## config.mk

```make
export PLATFORM = sky130hd
export DESIGN_NAME = palette_line_upscaler
export DESIGN_NICKNAME = d
export VERILOG_FILES = /design/src/hw/rtl/plu_pkg.sv /design/src/hw/rtl/plu_front.sv /design/src/hw/rtl/plu_queue.sv /design/src/hw/rtl/plu_back.sv /design/src/hw/rtl/palette_line_upscaler.sv
export SDC_FILE = /design/constraint.sdc
export NUM_CORES = 1
export LEC_CHECK = 0
export ABC_CLOCK_PERIOD_IN_PS = 15550
export BUFFER_PORTS_ARGS = -buffer_cell sky130_fd_sc_hd__buf_2
export CAP_MARGIN = 0
export CELL_PAD_IN_SITES_DETAIL_PLACEMENT = 0
export CELL_PAD_IN_SITES_GLOBAL_PLACEMENT = 1
export CORE_MARGIN = 5
export CORE_UTILIZATION = 35
export CTS_CLUSTER_SIZE = 10
export DETAILED_ROUTE_END_ITERATION = 6
export PLACE_DENSITY_LB_ADDON = 0.25
export SLEW_MARGIN = 20
export SYNTH_ARGS = -nofsm -noshare
export SYNTH_HDL_FRONTEND = slang
export SYNTH_SLANG_ARGS = --single-unit
```

## constraint.sdc

```tcl
create_clock -name clk -period 15.55 [get_ports clk]
set_input_delay 1.555 -clock clk [delete_from_list [all_inputs] [get_ports clk]]
set_output_delay 1.555 -clock clk [all_outputs]
set_load 0.01 [all_outputs]
```

## src/hw/rtl/plu_pkg.sv

```systemverilog
// Shared types and constants of the palette line upscaler.
// No dependencies; imported by every module of the block.
package plu_pkg;

    // Field widths fixed by the pixel and write formats
    localparam int LINE_W  = 8;
    localparam int COL_W   = 8;
    localparam int CODE_W  = 8;
    localparam int ADDR_W  = 23;
    localparam int DATA_W  = 16;
    localparam int PITCH_W = 12;
    localparam int ORG_W   = 11;
    localparam int SCALE_W = 3;
    localparam int SHADE_W = 2;

    // Register indexes on the configuration port
    localparam logic [2:0] REG_OUTPUT_ENABLE  = 3'd0;
    localparam logic [2:0] REG_WIDE_PIXELS    = 3'd1;
    localparam logic [2:0] REG_SCALE_FACTOR   = 3'd2;
    localparam logic [2:0] REG_ROW_PITCH      = 3'd3;
    localparam logic [2:0] REG_ORIGIN_X       = 3'd4;
    localparam logic [2:0] REG_ORIGIN_Y       = 3'd5;
    localparam logic [2:0] REG_NARROW_PALETTE = 3'd6;
    localparam logic [2:0] REG_WIDE_PALETTE   = 3'd7;

    // Reset values of the registers
    localparam logic [PITCH_W-1:0] PITCH_RESET          = 12'd160;
    localparam logic [31:0]        NARROW_PALETTE_RESET = 32'h0049_B6FF;
    localparam logic [63:0]        WIDE_PALETTE_RESET   = 64'h0000_52AA_AD55_FFFF;

    // Queue between front and back end
    localparam int QUEUE_DEPTH = 2;

    typedef struct packed {
        logic               enable;
        logic               wide;
        logic [PITCH_W-1:0] pitch;
        logic [ORG_W-1:0]   origin_x;
        logic [ORG_W-1:0]   origin_y;
        logic [31:0]        narrow_palette;
        logic [63:0]        wide_palette;
    } cfg_t;

    // One block of writes: address of its top-left element and its colour
    typedef struct packed {
        logic [ADDR_W-1:0] addr;
        logic [DATA_W-1:0] colour;
    } blk_t;

endpackage

```

## src/hw/rtl/plu_front.sv

```systemverilog
// Front end of the palette line upscaler: accepts pixels, drops the ones that
// draw nothing, looks up the colour and works out the block origin address.
// Depends on plu_pkg.
module plu_front #(
    parameter int LINE_PIXELS = 160,
    parameter int MAX_SCALE   = 4
) (
    input  logic                                  clk,
    input  logic                                  rst_n,
    input  plu_pkg::cfg_t                         cfg,
    input  logic [$clog2(MAX_SCALE+1)-1:0]        scale,
    input  logic                                  in_valid,
    output logic                                  in_ready,
    input  logic [plu_pkg::LINE_W-1:0]            line_number,
    input  logic [plu_pkg::COL_W-1:0]             column,
    input  logic [plu_pkg::CODE_W-1:0]            pixel_code,
    output logic                                  push_valid,
    output plu_pkg::blk_t                         push_blk,
    input  logic                                  queue_full
);
    import plu_pkg::*;

    localparam int SW = $clog2(MAX_SCALE + 1);
    localparam int RW = ((LINE_W + SW > ORG_W) ? LINE_W + SW : ORG_W) + 1;
    localparam int XW = ((COL_W + SW > ORG_W) ? COL_W + SW : ORG_W) + 1;

    logic                a_valid_reg, a_valid_next;
    logic [RW-1:0]       a_row_reg, a_row_next;
    logic [XW-1:0]       a_colx_reg, a_colx_next;
    logic [DATA_W-1:0]   a_colour_reg, a_colour_next;

    logic                accept;
    logic                keep;
    logic                push;
    logic [SHADE_W-1:0]  shade;
    logic [RW+PITCH_W-1:0] row_prod;

    assign shade    = pixel_code[SHADE_W-1:0];
    assign in_ready = !a_valid_reg || !queue_full;
    assign accept   = in_valid && in_ready;
    assign keep     = cfg.enable && (int'(column) < LINE_PIXELS);
    assign push     = a_valid_reg && !queue_full;

    always_comb
    begin
        a_valid_next  = a_valid_reg;
        a_row_next    = a_row_reg;
        a_colx_next   = a_colx_reg;
        a_colour_next = a_colour_reg;
        if (push)
        begin
            a_valid_next = 1'b0;
        end
        if (accept && keep)
        begin
            a_valid_next = 1'b1;
            a_row_next   = RW'(cfg.origin_y) + RW'(line_number * scale);
            a_colx_next  = XW'(cfg.origin_x) + XW'(column * scale);
            if (cfg.wide)
            begin
                a_colour_next = cfg.wide_palette[shade*16 +: 16];
            end
            else
            begin
                a_colour_next = {8'd0, cfg.narrow_palette[shade*8 +: 8]};
            end
        end
    end

    always_ff @(posedge clk or negedge rst_n)
    begin
        if (!rst_n)
        begin
            a_valid_reg <= 1'b0;
        end
        else
        begin
            a_valid_reg <= a_valid_next;
        end
    end

    always_ff @(posedge clk)
    begin
        a_row_reg    <= a_row_next;
        a_colx_reg   <= a_colx_next;
        a_colour_reg <= a_colour_next;
    end

    // row * pitch, one multiply, then the column offset; wraps at the address width
    assign row_prod        = (RW+PITCH_W)'(a_row_reg) * (RW+PITCH_W)'(cfg.pitch);
    assign push_valid      = a_valid_reg;
    assign push_blk.addr   = ADDR_W'(row_prod) + ADDR_W'(a_colx_reg);
    assign push_blk.colour = a_colour_reg;

endmodule

```

## src/hw/rtl/plu_queue.sv

```systemverilog
// Short block queue between the front and back end of the upscaler.
// Depends on plu_pkg.
module plu_queue (
    input  logic          clk,
    input  logic          rst_n,
    input  logic          push_valid,
    input  plu_pkg::blk_t push_blk,
    output logic          full,
    input  logic          pop,
    output logic          empty,
    output plu_pkg::blk_t head
);
    import plu_pkg::*;

    localparam int PW = (QUEUE_DEPTH > 1) ? $clog2(QUEUE_DEPTH) : 1;
    localparam int CW = $clog2(QUEUE_DEPTH + 1);

    blk_t            mem_reg [QUEUE_DEPTH];
    logic [PW-1:0]   wr_ptr_reg, wr_ptr_next;
    logic [PW-1:0]   rd_ptr_reg, rd_ptr_next;
    logic [CW-1:0]   count_reg, count_next;
    logic            push;

    assign full  = (int'(count_reg) == QUEUE_DEPTH);
    assign empty = (count_reg == '0);
    assign push  = push_valid && !full;
    assign head  = mem_reg[rd_ptr_reg];

    always_comb
    begin
        wr_ptr_next = wr_ptr_reg;
        rd_ptr_next = rd_ptr_reg;
        count_next  = count_reg;
        if (push)
        begin
            wr_ptr_next = (int'(wr_ptr_reg) == QUEUE_DEPTH - 1) ? '0 : wr_ptr_reg + PW'(1);
        end
        if (pop)
        begin
            rd_ptr_next = (int'(rd_ptr_reg) == QUEUE_DEPTH - 1) ? '0 : rd_ptr_reg + PW'(1);
        end
        if (push && !pop)
        begin
            count_next = count_reg + CW'(1);
        end
        else if (pop && !push)
        begin
            count_next = count_reg - CW'(1);
        end
    end

    always_ff @(posedge clk or negedge rst_n)
    begin
        if (!rst_n)
        begin
            wr_ptr_reg <= '0;
            rd_ptr_reg <= '0;
            count_reg  <= '0;
        end
        else
        begin
            wr_ptr_reg <= wr_ptr_next;
            rd_ptr_reg <= rd_ptr_next;
            count_reg  <= count_next;
        end
    end

    always_ff @(posedge clk)
    begin
        if (push)
        begin
            mem_reg[wr_ptr_reg] <= push_blk;
        end
    end

`ifndef SYNTH
    a_count_bound: assert property (@(posedge clk) disable iff (!rst_n)
        int'(count_reg) <= QUEUE_DEPTH)
        else $error("queue count past depth");
    a_count_up: assert property (@(posedge clk) disable iff (!rst_n)
        push && !pop |=> count_reg == $past(count_reg) + CW'(1))
        else $error("queue count missed a push");
    a_empty_ptrs: assert property (@(posedge clk) disable iff (!rst_n)
        empty |-> rd_ptr_reg == wr_ptr_reg)
        else $error("empty queue with pointers apart");
`endif

endmodule

```

## src/hw/rtl/plu_back.sv

```systemverilog
// Back end of the upscaler, depends on plu_pkg: walks each queued block row by row and
// drives one framebuffer write per cycle, while out_ready holds, via an output register.
module plu_back #(
    parameter int MAX_SCALE = 4
) (
    input  logic                                clk,
    input  logic                                rst_n,
    input  logic [plu_pkg::PITCH_W-1:0]         pitch,
    input  logic [$clog2(MAX_SCALE+1)-1:0]      scale,
    input  logic                                queue_empty,
    input  plu_pkg::blk_t                       head,
    output logic                                pop,
    output logic                                out_valid,
    input  logic                                out_ready,
    output logic [plu_pkg::ADDR_W-1:0]          out_addr,
    output logic [plu_pkg::DATA_W-1:0]          out_data,
    output logic                                out_last
);
    import plu_pkg::*;

    localparam int SW = $clog2(MAX_SCALE + 1);
    localparam int CW = (MAX_SCALE > 1) ? $clog2(MAX_SCALE) : 1;

    logic                busy_reg, busy_next;
    logic [CW-1:0]       dx_reg, dx_next;
    logic [CW-1:0]       dy_reg, dy_next;
    logic [ADDR_W-1:0]   row_addr_reg, row_addr_next;
    logic [DATA_W-1:0]   colour_reg, colour_next;

    logic                out_valid_reg, out_valid_next;
    logic [ADDR_W-1:0]   out_addr_reg, out_addr_next;
    logic [DATA_W-1:0]   out_data_reg, out_data_next;
    logic                out_last_reg, out_last_next;

    logic                advance;
    logic                emit;
    logic                dx_last;
    logic                dy_last;
    logic                is_last;

    assign advance = !out_valid_reg || out_ready;
    assign emit    = advance && busy_reg;
    assign dx_last = (SW'(dx_reg) == scale - SW'(1));
    assign dy_last = (SW'(dy_reg) == scale - SW'(1));
    assign is_last = dx_last && dy_last;
    assign pop     = advance && (!busy_reg || is_last) && !queue_empty;

    always_comb
    begin
        busy_next      = busy_reg;
        dx_next        = dx_reg;
        dy_next        = dy_reg;
        row_addr_next  = row_addr_reg;
        colour_next    = colour_reg;
        out_valid_next = out_valid_reg;
        out_addr_next  = out_addr_reg;
        out_data_next  = out_data_reg;
        out_last_next  = out_last_reg;
        if (advance)
        begin
            out_valid_next = busy_reg;
        end
        if (emit)
        begin
            out_addr_next = row_addr_reg + ADDR_W'(dx_reg);
            out_data_next = colour_reg;
            out_last_next = is_last;
            if (dx_last)
            begin
                dx_next       = '0;
                dy_next       = dy_reg + CW'(1);
                row_addr_next = row_addr_reg + ADDR_W'(pitch);
            end
            else
            begin
                dx_next = dx_reg + CW'(1);
            end
            if (is_last)
            begin
                busy_next = 1'b0;
            end
        end
        // next block starts right behind the last write of the current one
        if (pop)
        begin
            busy_next     = 1'b1;
            dx_next       = '0;
            dy_next       = '0;
            row_addr_next = head.addr;
            colour_next   = head.colour;
        end
    end

    always_ff @(posedge clk or negedge rst_n)
    begin
        if (!rst_n)
        begin
            busy_reg      <= 1'b0;
            out_valid_reg <= 1'b0;
            dx_reg        <= '0;
            dy_reg        <= '0;
        end
        else
        begin
            busy_reg      <= busy_next;
            out_valid_reg <= out_valid_next;
            dx_reg        <= dx_next;
            dy_reg        <= dy_next;
        end
    end

    always_ff @(posedge clk)
    begin
        row_addr_reg <= row_addr_next;
        colour_reg   <= colour_next;
        out_addr_reg <= out_addr_next;
        out_data_reg <= out_data_next;
        out_last_reg <= out_last_next;
    end

    assign out_valid = out_valid_reg;
    assign out_addr  = out_addr_reg;
    assign out_data  = out_data_reg;
    assign out_last  = out_last_reg;

`ifndef SYNTH
    a_pop_nonempty: assert property (@(posedge clk) disable iff (!rst_n)
        pop |-> !queue_empty)
        else $error("pop from empty queue");
    a_hold_on_stall: assert property (@(posedge clk) disable iff (!rst_n)
        busy_reg && !advance |=> $stable(dx_reg) && $stable(dy_reg) && $stable(row_addr_reg))
        else $error("block walk moved during stall");
    a_last_marked: assert property (@(posedge clk) disable iff (!rst_n)
        emit && is_last |=> out_valid_reg && out_last_reg)
        else $error("final write of block not marked");
    a_last_restarts: assert property (@(posedge clk) disable iff (!rst_n)
        emit && is_last && !pop |=> !busy_reg)
        else $error("block walk ran past its end");
`endif

endmodule

```

## src/hw/rtl/palette_line_upscaler.sv

```systemverilog
// Top level of the palette line upscaler: register file, front end, block queue
// and back end. Depends on plu_pkg, plu_front, plu_queue and plu_back.
//
// Each pixel transfer on the s_ side (line, column, shade code) becomes an s-by-s
// block of framebuffer writes on the m_ side, s being scale_factor clamped to
// 1..MAX_SCALE. Writes come row by row, left to right, at element address
// (origin_y + line*s + dy)*row_pitch + origin_x + column*s + dx, wrapped to 23 bits,
// carrying the palette colour of the shade; tlast marks the final write of a block.
// A pixel becomes s*s writes, one write per cycle while m_tready is high; that rate is
// set by the back end's single write port, so at scale 1 a pixel passes every cycle.
// The front end (colour lookup, row*pitch multiply) runs ahead of the back end
// through a two-entry queue, so new pixels keep being taken while writes drain. Pixels
// with output disabled or a column at or beyond LINE_PIXELS are taken and dropped;
// others go through the front-end register and the queue to the output register.
// Registers sit on an APB port at byte address 8*index, 64-bit data, pready always
// high; they are to be changed only while no writes are pending.
module palette_line_upscaler #(
    parameter int LINE_PIXELS = 160,
    parameter int MAX_SCALE   = 4
) (
    input  logic        clk,
    input  logic        rst_n,
    // configuration port
    input  logic        psel,
    input  logic        penable,
    input  logic        pwrite,
    input  logic [5:0]  paddr,
    input  logic [63:0] pwdata,
    output logic [63:0] prdata,
    output logic        pready,
    // pixel input
    input  logic        s_tvalid,
    output logic        s_tready,
    input  logic [23:0] s_tdata,   // line_number[7:0], column[15:8], pixel_code[23:16]
    // framebuffer writes
    output logic        m_tvalid,
    input  logic        m_tready,
    output logic [39:0] m_tdata,   // write_address[22:0], write_data[38:23], zero[39]
    output logic        m_tlast    // last_write
);
    import plu_pkg::*;

    localparam int SW = $clog2(MAX_SCALE + 1);

    logic                 enable_reg;
    logic                 wide_reg;
    logic [SCALE_W-1:0]   scale_reg;
    logic [PITCH_W-1:0]   pitch_reg;
    logic [ORG_W-1:0]     origin_x_reg;
    logic [ORG_W-1:0]     origin_y_reg;
    logic [31:0]          narrow_pal_reg;
    logic [63:0]          wide_pal_reg;

    logic [2:0]           reg_index;
    logic                 cfg_write;
    cfg_t                 cfg;
    logic [SW-1:0]        scale_eff;

    logic                 push_valid;
    blk_t                 push_blk;
    logic                 queue_full;
    logic                 queue_empty;
    logic                 pop;
    blk_t                 head;

    logic [ADDR_W-1:0]    out_addr;
    logic [DATA_W-1:0]    out_data;

    // ---------------------------------------------------------------- registers
    assign pready    = 1'b1;
    assign reg_index = paddr[5:3];
    assign cfg_write = psel && penable && pwrite && pready;

    always_ff @(posedge clk or negedge rst_n)
    begin
        if (!rst_n)
        begin
            enable_reg     <= 1'b0;
            wide_reg       <= 1'b0;
            scale_reg      <= SCALE_W'(1);
            pitch_reg      <= PITCH_RESET;
            origin_x_reg   <= '0;
            origin_y_reg   <= '0;
            narrow_pal_reg <= NARROW_PALETTE_RESET;
            wide_pal_reg   <= WIDE_PALETTE_RESET;
        end
        else if (cfg_write)
        begin
            unique case (reg_index)
                REG_OUTPUT_ENABLE:  enable_reg     <= pwdata[0];
                REG_WIDE_PIXELS:    wide_reg       <= pwdata[0];
                REG_SCALE_FACTOR:   scale_reg      <= pwdata[SCALE_W-1:0];
                REG_ROW_PITCH:      pitch_reg      <= pwdata[PITCH_W-1:0];
                REG_ORIGIN_X:       origin_x_reg   <= pwdata[ORG_W-1:0];
                REG_ORIGIN_Y:       origin_y_reg   <= pwdata[ORG_W-1:0];
                REG_NARROW_PALETTE: narrow_pal_reg <= pwdata[31:0];
                REG_WIDE_PALETTE:   wide_pal_reg   <= pwdata;
                default:            ;
            endcase
        end
    end

    always_comb
    begin
        unique case (reg_index)
            REG_OUTPUT_ENABLE:  prdata = 64'(enable_reg);
            REG_WIDE_PIXELS:    prdata = 64'(wide_reg);
            REG_SCALE_FACTOR:   prdata = 64'(scale_reg);
            REG_ROW_PITCH:      prdata = 64'(pitch_reg);
            REG_ORIGIN_X:       prdata = 64'(origin_x_reg);
            REG_ORIGIN_Y:       prdata = 64'(origin_y_reg);
            REG_NARROW_PALETTE: prdata = 64'(narrow_pal_reg);
            REG_WIDE_PALETTE:   prdata = wide_pal_reg;
            default:            prdata = '0;
        endcase
    end

    // scale zero acts as one, anything above the maximum saturates
    always_comb
    begin
        priority if (scale_reg == '0)
        begin
            scale_eff = SW'(1);
        end
        else if (int'(scale_reg) > MAX_SCALE)
        begin
            scale_eff = SW'(MAX_SCALE);
        end
        else
        begin
            scale_eff = SW'(scale_reg);
        end
    end

    assign cfg.enable         = enable_reg;
    assign cfg.wide           = wide_reg;
    assign cfg.pitch          = pitch_reg;
    assign cfg.origin_x       = origin_x_reg;
    assign cfg.origin_y       = origin_y_reg;
    assign cfg.narrow_palette = narrow_pal_reg;
    assign cfg.wide_palette   = wide_pal_reg;

    // ---------------------------------------------------------------- datapath
    plu_front #(
        .LINE_PIXELS (LINE_PIXELS),
        .MAX_SCALE   (MAX_SCALE)
    ) u_front (
        .clk         (clk),
        .rst_n       (rst_n),
        .cfg         (cfg),
        .scale       (scale_eff),
        .in_valid    (s_tvalid),
        .in_ready    (s_tready),
        .line_number (s_tdata[7:0]),
        .column      (s_tdata[15:8]),
        .pixel_code  (s_tdata[23:16]),
        .push_valid  (push_valid),
        .push_blk    (push_blk),
        .queue_full  (queue_full)
    );

    plu_queue u_queue (
        .clk        (clk),
        .rst_n      (rst_n),
        .push_valid (push_valid),
        .push_blk   (push_blk),
        .full       (queue_full),
        .pop        (pop),
        .empty      (queue_empty),
        .head       (head)
    );

    plu_back #(
        .MAX_SCALE (MAX_SCALE)
    ) u_back (
        .clk         (clk),
        .rst_n       (rst_n),
        .pitch       (pitch_reg),
        .scale       (scale_eff),
        .queue_empty (queue_empty),
        .head        (head),
        .pop         (pop),
        .out_valid   (m_tvalid),
        .out_ready   (m_tready),
        .out_addr    (out_addr),
        .out_data    (out_data),
        .out_last    (m_tlast)
    );

    assign m_tdata = {1'b0, out_data, out_addr};

endmodule
```

Word level (Yosys, flattened, before mapping)
Memory sizes are Yosys's and may differ from the RTL's. Cells that the tools add are included.

Flip-flop bits (word level): 265. Memory bits (writable): 78. Output and inout port bits: 108. Logic and storage cells: 119. Memories kept: 1.

Memories: u_queue.mem_reg (words 2, width 39, rd ports 1, clocked after Yosys merged registers in 0, wr ports 1, RTL line plu_queue.sv:18) `blk_t mem_reg [QUEUE_DEPTH];`.

Add/subtract/negate cells: 12. Multipliers: 3. Magnitude comparators: 2. Eq/ne operators: 10. Shift operators: 2. Multiplexer cells: 24. Reductions and logical operators: 40.

Operators with widths (number): 64-bit one-hot mux with 8 select lines (1); 23-bit 2-to-1 mux (3); 64-bit by 7-bit indexed part select with 16-bit output (1); 23-bit by 12-bit adder with 23-bit output (2); 32-bit by 6-bit indexed part select with 8-bit output (1); 11-bit by 11-bit adder with 12-bit output (2); 23-bit by 2-bit adder with 23-bit output (1); 12-bit by 12-bit multiplier with 23-bit output (1); 8-bit by 3-bit multiplier with 11-bit output (2); 2-bit AND reduction (10); 2-bit 2-to-1 mux (8); 3-bit == test (second input constant) (4); 1-bit logical AND (12); 2-bit nonzero test (5); 1-bit 2-to-1 mux (9); 8-bit < comparator (second input constant) (1); 8-bit 2-to-1 mux (1); 1-bit zero test (7); 2-bit by 1-bit adder with 2-bit output (second input constant) (3); 2-bit by 3-bit == test with 1-bit output (2); 3-bit by 2-bit == test with 1-bit output (second input constant) (2); 3-bit zero test (2); 3-bit 2-to-1 mux (2); 3-bit by 1-bit == test with 1-bit output (second input constant) (1); 7 further kinds (10).

Logic depth before layout (Yosys ltp)
Gate-level depths: netlist of the first run.

Depth in word-level cells: 12. Depth in mapped cells: 20. Depth with buffers taken out: 19.

By module
From an unflattened synthesis of the first run, not the netlist that was laid out.

Cell total of the unflattened synthesis: 1810. Area total of the unflattened synthesis: 22185.0 µm².

Modules (own cells, without submodules): plu_front (times used 1, cells an instance 923, area an instance 8893.5 µm²); palette_line_upscaler (times used 1, cells an instance 416, area an instance 6070.8 µm²); plu_back (times used 1, cells an instance 331, area an instance 4199.0 µm²); plu_queue (times used 1, cells an instance 140, area an instance 3021.6 µm²).

Worst setup path after synthesis of the first run
OpenSTA, ideal clock, no wires.

Kind: register -> register. From: register pitch_reg[5]. To: memory u_queue.mem_reg[0][38] in the netlist's numbering (data pin). Data arrival time: 5001 ps. Setup slack: 10278 ps. Cell stages (with the launch flop): 18. Path buffers: 1. Period minus slack after synthesis: 5272 ps. Cells stage by stage: dfstp_2 > clkbuf_1 > nand2_1 > fa_1 > fa_1 > fa_1 > inv_1 > fa_1 > inv_1 > fa_1 > inv_1 > ha_1 > and2_1 > and3_1 > a31oi_1 > or2_2 > a221oi_1 > xnor2_1.

RTL lines: from (decl) (RTL line palette_line_upscaler.sv:48) `logic [PITCH_W-1:0] pitch_reg;`; from (signal assigned) (RTL line palette_line_upscaler.sv:93) `REG_ROW_PITCH: pitch_reg <= pwdata[PITCH_W-1:0];`; to (decl) (RTL line plu_queue.sv:18).

==> metrics.txt, run 1 <==
outcome finished clean; Seq cells post-synth 343; critical-path cell list and2_1 -> fa_1 -> inv_1 -> fa_1 -> inv_1 -> fa_1 -> fa_1 -> inv_1 -> fa_1 -> inv_1 -> ha_1 -> a2111oi_0 -> o21ai_0 -> a31oi_1 -> or2_2 -> a221oi_1 -> xnor2_1; Crit-path slowest cell edfxtp_1; Crit path buffers/inverters 4; Die Y 261 µm; wire length per cell a little over 20 µm; clk sinks 343; Worst path max stage delay between 0.6 and 0.7 ns; Tcrit/Tclk final 37.5%; worst skew pair latency about 0.58 ns; Num CTS Buffers 42; pre-CTS WS between 9 and 10 ns; Reg clk slew, reported paths 0.05 ns; max-cap violations 0; antenna viol nets, final 0; CTS tree done; FF/Latch Area between 9000 and 10000 µm²; row count a little over 90; die width 261 µm; DR iter-0 viols 831; buffers added on ports 197; slack of the critical path about 9.7 ns; top-count cell post-synth inv_1; drt pass-1 iters 5; vias 14000; Layout Nets 2333; first-pass GRT wire length 90100 µm; Total Neg Setup Slack 0 ns; Switch Pwr approximately 2.1 mW; top_reg_cell synth edfxtp_1; Residual DRC 0; Pint 3.17 mW; I/O pins 209; Net Sw Frac 40.4%; worst-case vdd ir drop 0.197 mV; top post-synthesis cells by count inv_1, edfxtp_1, mux2_2; Seq/Total Area, Yosys 43.9%; Comb power frac 50.6%; largest fanout on the critical path 12; share of the synthesized area in the top cell type between 20% and 30%; worst min-delay path category flip-flop to flip-flop; asr flop ratio synth between 40% and 50%; Arrival @ worst endpoint between 6 and 7 ns; pwr dens 212 nW/µm²; CP startpoint kind flip-flop; drt total wl around 58000 µm; Syn Nets 2154; Post-CTS Resized 0; multi-input logic area 11200 µm²; placed insts 2773; Largest delay share family, worst path adder cells; RSZ-0062 raised after global routing false; GRT Residual Overflow 0; final core utilization 40.5%; vias in the first global route 15000; synthesized area around 22000 µm²; GR Util All Layers 17.1%; relative slew slack 33.1%; Yosys warnings 0; P&R area growth vs syn 14.2%; most used cell, CP fa_1; Setup Viol. Count Final 0; gpl congestion 0.818; Final min period 5.83 ns; mean post-synth cell area 12.2 µm²; Filler Cells Inserted 6060; Worst-Margin Slew 1.00 ns; core area 61900 µm²; maximum level of the CTS H-tree 2; die footprint ~68000 µm²; Leak roughly 11 nW; clock root cell clkbuf_16; CP Class flip-flop to flip-flop; sequential cell fraction of total power around a third; Worst setup EP type flip-flop; Initial Util between 30% and 40%; largest net degree at the start of global routing between 80 and 90; cell taking the most area after synthesis edfxtp_1; distinct cell type count after synthesis 69; Hold Buf Count CTS 0; clock tree buffer depth 3; dpl cell area 23800 µm²; vias per std cell ~4.9; Clock Skews 0.0266 ns; top post-synthesis cells by area edfxtp_1, fa_1, dfrtp_1, mux2_2, ha_1; number of flip-flops in the largest register 78; Syn Inst Count between 1500 and 2000; fmax 0.171 GHz; Clk network pwr share between 10% and 20%; Worst EP required 15.83 ns; ratio of cells with drive above 1 in the final layout 26.3%; Final Non-Filler Cells 2849; fin. max-slew vios 0; Final Hold Viols 0; DPL Wire Length 43300 µm; number of synthesized flops with an enable pin 197; Setup Fix Bufs, Post-CTS 0; initial antenna violation count 5; final instance area roughly 25000 µm²
cell usage in the layout (no fill, tap or decap), types with 43 or more instances in the layout:
| master | n |
|---|---|
| inv_1 | 222 |
| dfstp_2 | 51 |
| and2_1 | 129 |
| buf_2 | 196 |
| mux2_2 | 161 |
| fa_1 | 142 |
| nand2_1 | 151 |
| a21oi_1 | 43 |
| ha_1 | 110 |
| nor2_1 | 43 |
| xnor2_1 | 50 |
| dfrtp_1 | 94 |
| edfxtp_1 | 197 |
cells by family (layout without fill, tap and decap cells):
family,Yosys count,in the layout,synth area share [%]
XOR/XNOR,84,84,3.35
AO/OA/AOI/OAI,185,185,5.83
adder cells (fa/ha/maj),252,252,19.2
other,2,6,0.0342
buffers and inverters,303,510,5.49
flip-flops,343,343,43.9
AND/OR/NAND/NOR,414,414,9.55
multiplexers,218,218,12.7
worst paths after layout:
| path | endpoint | cells after the start | startpoint | slack [ns] |
|---|---|---|---|---|
| min in group asynchronous | wide_pal_reg[42]$_DFFE_PN0P_ | 1 | rst_n | 0.98 |
| max | u_queue.mem_reg[0][38]$_DFFE_PP_ | 17 | u_front.a_row_reg[9]$_DFFE_PP_ | 9.72 |
| max reg2reg | u_queue.mem_reg[0][38]$_DFFE_PP_ | 17 | u_front.a_row_reg[9]$_DFFE_PP_ | 9.72 |
| min | u_back.out_data[5]$_DFFE_PP_ | 0 | u_back.colour_reg[5]$_DFFE_PP_ | 0.42 |
| max in group asynchronous | wide_pal_reg[57]$_DFFE_PN0P_ | 2 | rst_n | 13.36 |
| min reg2reg | u_back.out_data[5]$_DFFE_PP_ | 0 | u_back.colour_reg[5]$_DFFE_PP_ | 0.42 |
cell type report:
type                            count  area share (%)
Antenna cell                        4          0.0399
Clock buffer                       62            4.53
Clock inverter                     10           0.454
Inverter                          224            3.35
Multi-Input combinational cell   1155            44.5
Sequential cell                   343            38.4
Tap cell                          837            4.17
Timing Repair Buffer              214            4.53
layer usage:
layer | vias to the layer above | GRT usage [%] | wire, µm
met5 | - | 0 | 13
met4 | 2 | 4.04 | 1290
met3 | 69 | 3.42 | 2890
met2 | 289 | 27.5 | 27000
met1 | 7138 | 24.0 | 26500
li1 | 6495 | - | -
metrics by stage:
stage / hold WS, ns / power [mW]
floorplan: 0.400 / 3.70
global placement: 0.400 / 4.45
detailed placement: 0.405 / 4.48
CTS: 0.419 / 5.42
global route: 0.423 / 5.85
finish: 0.417 / 5.31
power groups by stage:
stage	sequential [mW]	clock, mW	combinational, mW
CTS	1.72	0.935	2.76
finish	1.72	0.907	2.69
global route	1.75	0.973	3.13
global placement	1.73	0	2.72
floorplan	1.61	0	2.08
detailed placement	1.74	0	2.74
(Power assumes the default switching activity.)
==> run 2: changes to the inputs <==
--- a/config.mk
+++ b/config.mk
@@ -5,7 +5,8 @@
 export SDC_FILE = /design/constraint.sdc
 export NUM_CORES = 1
 export LEC_CHECK = 0
-export ABC_CLOCK_PERIOD_IN_PS = 15550
+export ABC_AREA = 1
+export ABC_CLOCK_PERIOD_IN_PS = 4950
 export BUFFER_PORTS_ARGS = -buffer_cell sky130_fd_sc_hd__buf_2
 export CAP_MARGIN = 0
 export CELL_PAD_IN_SITES_DETAIL_PLACEMENT = 0
==> constraint.sdc (replaced) <==
create_clock -name clk -period 4.95 [get_ports clk]
set_input_delay 0.495 -clock clk [delete_from_list [all_inputs] [get_ports clk]]
set_output_delay 0.495 -clock clk [all_outputs]
set_load 0.01 [all_outputs]
==> run 2 against run 1 <==
Net effect:
- critical path type unchanged
- worst hold slack lost 0.38 ns
- die area grew 3.1%
- clock skew grew 0.0047 ns
- critical path depth shrank 1
- non-clock buffer count grew 71
- register-to-register slack lost 9.6 ns
- global-route usage grew 1.4 points
- wire length grew 14%
- critical endpoint is now u_queue.mem_reg[1][37]$_DFFE_PP_
==> metrics.txt, run 2 <==
synthesized area 22700 µm² (+3.3%); Setup Viol. Count Final 0 (unchanged); Synth Area in Simple Gates 16.2% (+6.7 points); cell taking the most area after synthesis edfxtp_1; largest fanout on the critical path 8 (-4); Worst-Margin Slew 1.06 ns (+0.0581 ns); CTS tree done; Seq cells post-synth 343 (unchanged); Filler Cells Inserted 6466 (+6.7%); distinct cell type count after synthesis 46 (-33%); adder-cell area share of the yosys netlist 18.6% (-0.61 points); Arrival @ worst endpoint 5.07 ns (-1.05 ns); Initial Util 35.3% (-0.21 points); top post-synthesis cells by count nand2_1, inv_1, edfxtp_1; Final Hold Viols 0 (unchanged); Post-Synth XOR/XNOR Area 2.55% (-0.80 points); clock root cell clkbuf_16; Worst path max stage delay 0.64 ns (about the same); number of flip-flops in the largest register 78 (unchanged); critical-path cell list buf_6 -> nand2_1 -> fa_1 -> inv_1 -> fa_1 -> fa_1 -> inv_1 -> fa_1 -> inv_1 -> ha_1 -> ha_2 -> nand4_1 -> nor3_2 -> nand4_1 -> nand4_1 -> nand2_1; core area 64300 µm² (+3.9%); Leak 13.4 nW (+22%); RSZ-0062 raised after global routing true; RR Startpoint pitch_reg[7]$_DFFE_PN1P_; die width 265 µm (+1.6%); dominant combinational cell family by area after synthesis adder cells; WHS 0.0367 ns (-0.381 ns); drt total wl 65700 µm (+14%); Worst EP required 5.23 ns (-10.60 ns); gpl congestion 0.871 (+6.4%); register-to-register setup slack 0.17 ns (-9.55 ns); CP startpoint kind flip-flop; most used cell, CP fa_1; pre-CTS WS -0.149 ns (-9.87 ns); I/O pins 209 (unchanged); Syn Nets 2956 (+37%); buffers added on ports 197 (unchanged); Residual DRC 0 (unchanged); GR Util All Layers 18.5% (+1.4 points); die footprint 70000 µm² (+3.1%); fin. max-slew vios 0 (unchanged); Crit-path slowest cell dfstp_2; DR iter-0 viols 1123 (+35%); ratio of cells with drive above 1 in the final layout 16.7% (-9.6 points); Layout Nets 3188 (+37%); GRT Residual Overflow 0 (unchanged); Seq/Total Area, Yosys 42.5% (-1.4 points); DPL Wire Length 51100 µm (+18%); Reg2Reg Depth 16 (-1); post-synthesis mux area share 0.441% (-12 points); vias in the first global route 18300 (+22%); fmax 0.209 GHz (+22%); worst-case vdd ir drop 1.02 mV (+420%); vias 17700 (+26%); P&R area growth vs syn 17.9%; vias per std cell 4.75 (-3.3%); wire length per cell 17.6 µm (-13%); beginning of the critical path pitch_reg[7]$_DFFE_PN1P_; clk sinks 343 (unchanged); top-count cell post-synth nand2_1; antenna viol nets, final 0 (unchanged); worst min-delay path category primary input to asynchronous set/reset pin; CP Class flip-flop to flip-flop; pwr dens 802 nW/µm² (+280%); Tcrit/Tclk final 96.7% (+59 points); Final min period 4.78 ns (-1.05 ns); largest net degree at the start of global routing 108 (+33%); Die Y 265 µm (+1.6%); Worst setup EP type flip-flop; Syn Inst Count 2603 (+45%); most frequent cells in the layout nand2_1, inv_1, edfxtp_1; Clock Skews 0.0313 ns (+0.00470 ns); maximum level of the CTS H-tree 2 (unchanged); total power 21.4 mW (+300%); outcome finished clean; Reg clk slew, reported paths 0.05 ns (about the same); Yosys warnings 0 (unchanged); number of synthesized flops with an enable pin 197 (unchanged); commonest non-fill, non-tap cell in the layout nand2_1; Num CTS Buffers 43 (+2.4%); asr flop ratio synth 42.6% (unchanged); first-pass GRT wire length 104000 µm (+15%); initial antenna violation count 2 (-3); top post-synthesis cells by area edfxtp_1, fa_1, nand2_1, dfrtp_1, inv_1; Synth Area in Compound Gates 9.43% (+3.6 points); mean post-synth cell area 8.71 µm² (-29%); Hold Buf Count CTS 0 (unchanged); slack of the critical path 0.166 ns (-9.55 ns); top_reg_cell synth edfxtp_1; Total Neg Setup Slack 0 ns (unchanged); relative slew slack 28.8% (-4.3 points); row count 93 (+2.2%); drt pass-1 iters 7 (+2); clock tree buffer depth 3 (unchanged); worst skew pair latency 0.56 ns (-0.02 ns); max-cap violations 0 (unchanged); share of the synthesized area in the top cell type 26.1% (-0.85 points)
run 2: kinds of logic (layout without fill, tap and decap cells):
kind of cell               Yosys count  after routing
and+or+nand+nor                    931            931
DFF                                343            343
other                                2              4
buffers and inverters              603            867
adders and majority gates          252            252
muxes                               10             10
xor gates and xnor gates            66             66
AOI/OAI and AO/OA                  396            396
run 2: timing repair:
action / CTS / global route
pin swaps: 0 / 24
setup endpoints to repair: 23 / 30
setup buffers: 5 / 9
gates resized for setup: 11 / 84
gates cloned: 0 / 0
run 2: critical path, delay by kind of cell (launching register included):
kind,cells,cell delay [ns]
adder cells (fa/ha/maj),6,2.75
AND/OR/NAND/NOR,6,0.77
flip-flops,1,0.64
buffers and inverters,4,0.33
run 2: where the power goes:
part,total (mW),internal (mW),switching (mW)
clock network,2.88,1.68,1.20
registers,5.32,4.80,0.516
logic,13.2,5.24,8.01
run 2: path summary, 6_finish.rpt:
kind	end
setup / recovery	u_queue.mem_reg[1][37]$_DFFE_PP_
hold / removal	wide_pal_reg[54]$_DFFE_PN0P_
setup reg to reg	u_queue.mem_reg[1][37]$_DFFE_PP_
hold reg to reg	u_back.out_data[12]$_DFFE_PP_
max in group asynchronous	wide_pal_reg[6]$_DFFE_PN1P_
min in group clk	narrow_pal_reg[14]$_DFFE_PN0P_
run 2: layout make-up:
type	instances	area (µm²)	share of cell area, %
inverters	505	1900	7.09
multi-input cells	1657	11100	41.5
clock buffers	69	1210	4.54
repair buffers	285	1740	6.51
flip-flops and latches	343	9640	36.1
diodes	2	5.00	0.0187
clock inverters	8	66.3	0.248
well taps	855	1070	4.00
run 2: per-stage QoR:
stage                     instances  area [µm²]  util [%]
after floorplan                2603       22700         -
final                          3724       26700      41.5
after detailed placement       3631       24900      38.8
after global routing           3724       26700      41.5
after CTS                      3713       26300      40.9
after global placement         3630       24900      38.7
run 2: metal layers:
| metal | global-route usage (%) | up-vias | part of all wire (%) | routed length [µm] |
|---|---|---|---|---|
| met2 | 30.5 | 410 | 48 | 31200 |
| met3 | 2.81 | 89 | 4.4 | 2860 |
| met4 | 4.60 | 0 | 2.3 | 1510 |
| li1 | - | 8648 | - | - |
| met5 | 0 | - | 0 | 0 |
| met1 | 25.8 | 8549 | 46 | 30100 |
==> run 3: changes to the inputs <==
--- a/config.mk
+++ b/config.mk
@@ -5,7 +5,6 @@
 export SDC_FILE = /design/constraint.sdc
 export NUM_CORES = 1
 export LEC_CHECK = 0
-export ABC_AREA = 1
 export ABC_CLOCK_PERIOD_IN_PS = 4950
 export BUFFER_PORTS_ARGS = -buffer_cell sky130_fd_sc_hd__buf_2
 export CAP_MARGIN = 0
@@ -19,4 +18,5 @@
 export SLEW_MARGIN = 20
 export SYNTH_ARGS = -nofsm -noshare
 export SYNTH_HDL_FRONTEND = slang
+export SYNTH_HIERARCHICAL = 1
 export SYNTH_SLANG_ARGS = --single-unit
==> run 3 against run 2 <==
Net effect:
- synthesized area is 2.2% lower
- the run now ends with negative setup slack left
- synthesized cell count is 30% lower
- total power is 14% lower
- wire length is 13% lower
- clock power is 6% lower
- non-clock buffer count is 17 higher
- first-iteration DRC count is 31% lower
==> metrics.txt, run 3 <==
synthesized area 22200 µm² (-2.2%); gpl congestion 0.818 (-6.0%); fin. max-slew vios 0 (unchanged); Reg clk slew, reported paths 0.06 ns (about the same); Post-Synth XOR/XNOR Area 3.51% (+0.97 points); CTS tree done; DR iter-0 viols 779 (-31%); pwr dens 709 nW/µm² (-12%); top post-synthesis cells by area edfxtp_1, fa_1, dfrtp_1, mux2_2, ha_1; vias 14300 (-19%); row count 92 (-1.1%); Setup Viol. Count Final 14 (+14); GR Util All Layers 16.8% (-1.7 points); Initial Util 35.2% (about the same); antenna viol nets, final 0 (unchanged); Synth Area in Compound Gates 5.90% (-3.5 points); Tcrit/Tclk final 102% (+5.5 points); most used cell, CP fa_1; Largest delay share family, worst path adder cells; dpl cell area 24600 µm² (-1.2%); Clock Skews 0.0280 ns (-0.00332 ns); Die Y 262 µm (-1.1%); Num CTS Buffers 41 (-4.7%); wire length per cell 19.4 µm (+9.9%); initial antenna violation count 8 (+6); most frequent cells in the layout inv_1, edfxtp_1, buf_2; die width 262 µm (-1.1%); Layout Nets 2433 (-24%); number of synthesized flops with an enable pin 197 (unchanged); clock root cell clkbuf_16; core area 63000 µm² (-2.1%); Crit-path slowest cell edfxtp_1; worst-case vdd ir drop 0.798 mV (-21%); Crit path buffers/inverters 4 (unchanged); Total Neg Setup Slack -0.810 ns (-0.810 ns); Worst path max stage delay 0.52 ns (-0.12 ns); Final min period 5.06 ns (+0.272 ns); vias in the first global route 15400 (-16%); Synth Area in Simple Gates 9.51% (-6.7 points); asr flop ratio synth 42.6% (unchanged); share of the synthesized area in the top cell type 26.7% (+0.59 points); drt total wl 57300 µm (-13%); top_reg_cell synth edfxtp_1; distinct cell type count after synthesis 72 (+57%); register-to-register setup slack -0.11 ns (-0.27 ns); Seq/Total Area, Yosys 43.4% (+0.95 points); Leak 11.5 nW (-14%); clk sinks 343 (unchanged); dominant combinational cell family by area after synthesis adder cells; P&R area growth vs syn 17.9% (about the same); maximum level of the CTS H-tree 2 (unchanged); mean post-synth cell area 12.3 µm² (+41%); Arrival @ worst endpoint 5.33 ns (+0.26 ns); top post-synthesis cells by count inv_1, edfxtp_1, nand2_1; DPL Wire Length 44300 µm (-13%); worst skew pair latency 0.56 ns (about the same); drt pass-1 iters 5 (-2); worst min-delay path category primary input to asynchronous set/reset pin; vias per std cell 4.84 (+1.8%); cell taking the most area after synthesis edfxtp_1; CP startpoint kind flip-flop; outcome finished with violations; number of flip-flops in the largest register 78 (unchanged); Worst-Margin Slew 1.04 ns (-0.0261 ns); die footprint 68500 µm² (-2.1%); clock tree buffer depth 3 (unchanged); Filler Cells Inserted 6031 (-6.7%); Residual DRC 0 (unchanged); relative slew slack 30.8% (+2.0 points); Seq cells post-synth 343 (unchanged); max-cap violations 0 (unchanged); WHS 0.0219 ns (-0.0148 ns); I/O pins 209 (unchanged); Worst setup EP type flip-flop; GRT Residual Overflow 0 (unchanged); critical-path cell list and2_4 -> fa_1 -> inv_2 -> fa_1 -> inv_2 -> fa_1 -> inv_1 -> fa_1 -> fa_1 -> inv_2 -> ha_4 -> o211ai_1 -> a21oi_2 -> o2111ai_2 -> o211ai_4 -> a21oi_1 -> a311o_1; RSZ-0062 raised after global routing true; ratio of cells with drive above 1 in the final layout 32.0% (+15 points); Worst EP required 5.22 ns (about the same); Syn Inst Count 1810 (-30%); post-synthesis mux area share 12.9% (+12 points); top-count cell post-synth inv_1; fmax 0.198 GHz (-5.4%); Yosys warnings 6 (+6); commonest non-fill, non-tap cell in the layout inv_1; Syn Nets 2163 (-27%); largest fanout on the critical path 6 (-2); final core utilization 41.5% (about the same); Final Hold Viols 0 (unchanged); CP Class flip-flop to flip-flop; adder-cell area share of the yosys netlist 19.0% (+0.42 points); slack of the critical path -0.106 ns (-0.272 ns); largest net degree at the start of global routing 100 (-7.4%); buffers added on ports 197 (unchanged); pre-CTS WS -0.221 ns (-0.0718 ns); final instance area 26200 µm² (-2.2%); first-pass GRT wire length 89800 µm (-13%); failing checks negative setup slack
==> run 3: changes by cell type in the layout (fill, tap and decap cells not counted), sizes merged, moves of 112 or more <==
cell   previous run  this run
inv             503       228
nand2           651       175
and2              1       133
a21oi           171        51
mux2              0       184
o21ai           159        47
nor2            183        39
==> run 3: stage by stage <==
| step | std cells | power [mW] |
|---|---|---|
| floorplan | 1810 | 11.4 |
| global placement | 2872 | 14.8 |
| detailed placement | 2872 | 14.9 |
| CTS | 2950 | 18.2 |
| global route | 2959 | 20.1 |
| finish | 2959 | 18.5 |
==> run 3: cells by family after synthesis <==
group	after synthesis
XOR/XNOR	89
multiplexers	222
flip-flops	343
AND/OR/NAND/NOR	418
buffers and inverters	299
adder cells (fa/ha/maj)	252
AO/OA/AOI/OAI	185
other	2
==> run 3: area by class of cell <==
class | count | area (µm²) | area share [%]
multi-input cells | 1168 | 11500 | 44.1
flip-flops and latches | 343 | 9630 | 36.8
repair buffers | 302 | 1900 | 7.28
clock buffers | 66 | 1120 | 4.28
well taps | 846 | 1060 | 4.05
inverters | 224 | 846 | 3.23
clock inverters | 6 | 55.1 | 0.211
diodes | 4 | 10.0 | 0.0383
==> run 3: timing repair <==
action / in CTS / in global routing
pin swaps: 22 / 13
hold buffers: 0 / 0
endpoints found under the setup margin: 16 / 24
setup buffers: 6 / 3
resized for setup: 19 / 24
==> run 3: where the power goes <==
part | switching (mW) | internal [mW]
combinational | 5.73 | 5.12
sequential | 0.501 | 4.49
clock | 1.15 | 1.55
==> run 3: layer usage <==
metal / global-route usage, % / routed length [µm] / part of all wire [%]
met4: 4.29 / 1340 / 2.3
met5: 0 / 27 / 0.047
met3: 2.93 / 2440 / 4.3
met1: 23.4 / 26100 / 46
met2: 27.3 / 27400 / 48
==> run 3: final timing paths <==
kind	from	endpoint	cells after the start
worst max-delay path	u_front/a_row_reg[6]$_DFFE_PP_	u_queue/mem_reg[0][35]$_DFFE_PP_	17
worst min-delay path	rst_n	wide_pal_reg[61]$_DFFE_PN0P_	1
worst max register to register	u_front/a_row_reg[6]$_DFFE_PP_	u_queue/mem_reg[0][35]$_DFFE_PP_	17
worst min register to register	u_back/colour_reg[8]$_DFFE_PP_	u_back/out_data[8]$_DFFE_PP_	0
max in group asynchronous	rst_n	pitch_reg[4]$_DFFE_PN0P_	2
min in group clk	pwdata[39]	wide_pal_reg[39]$_DFFE_PN1P_	2
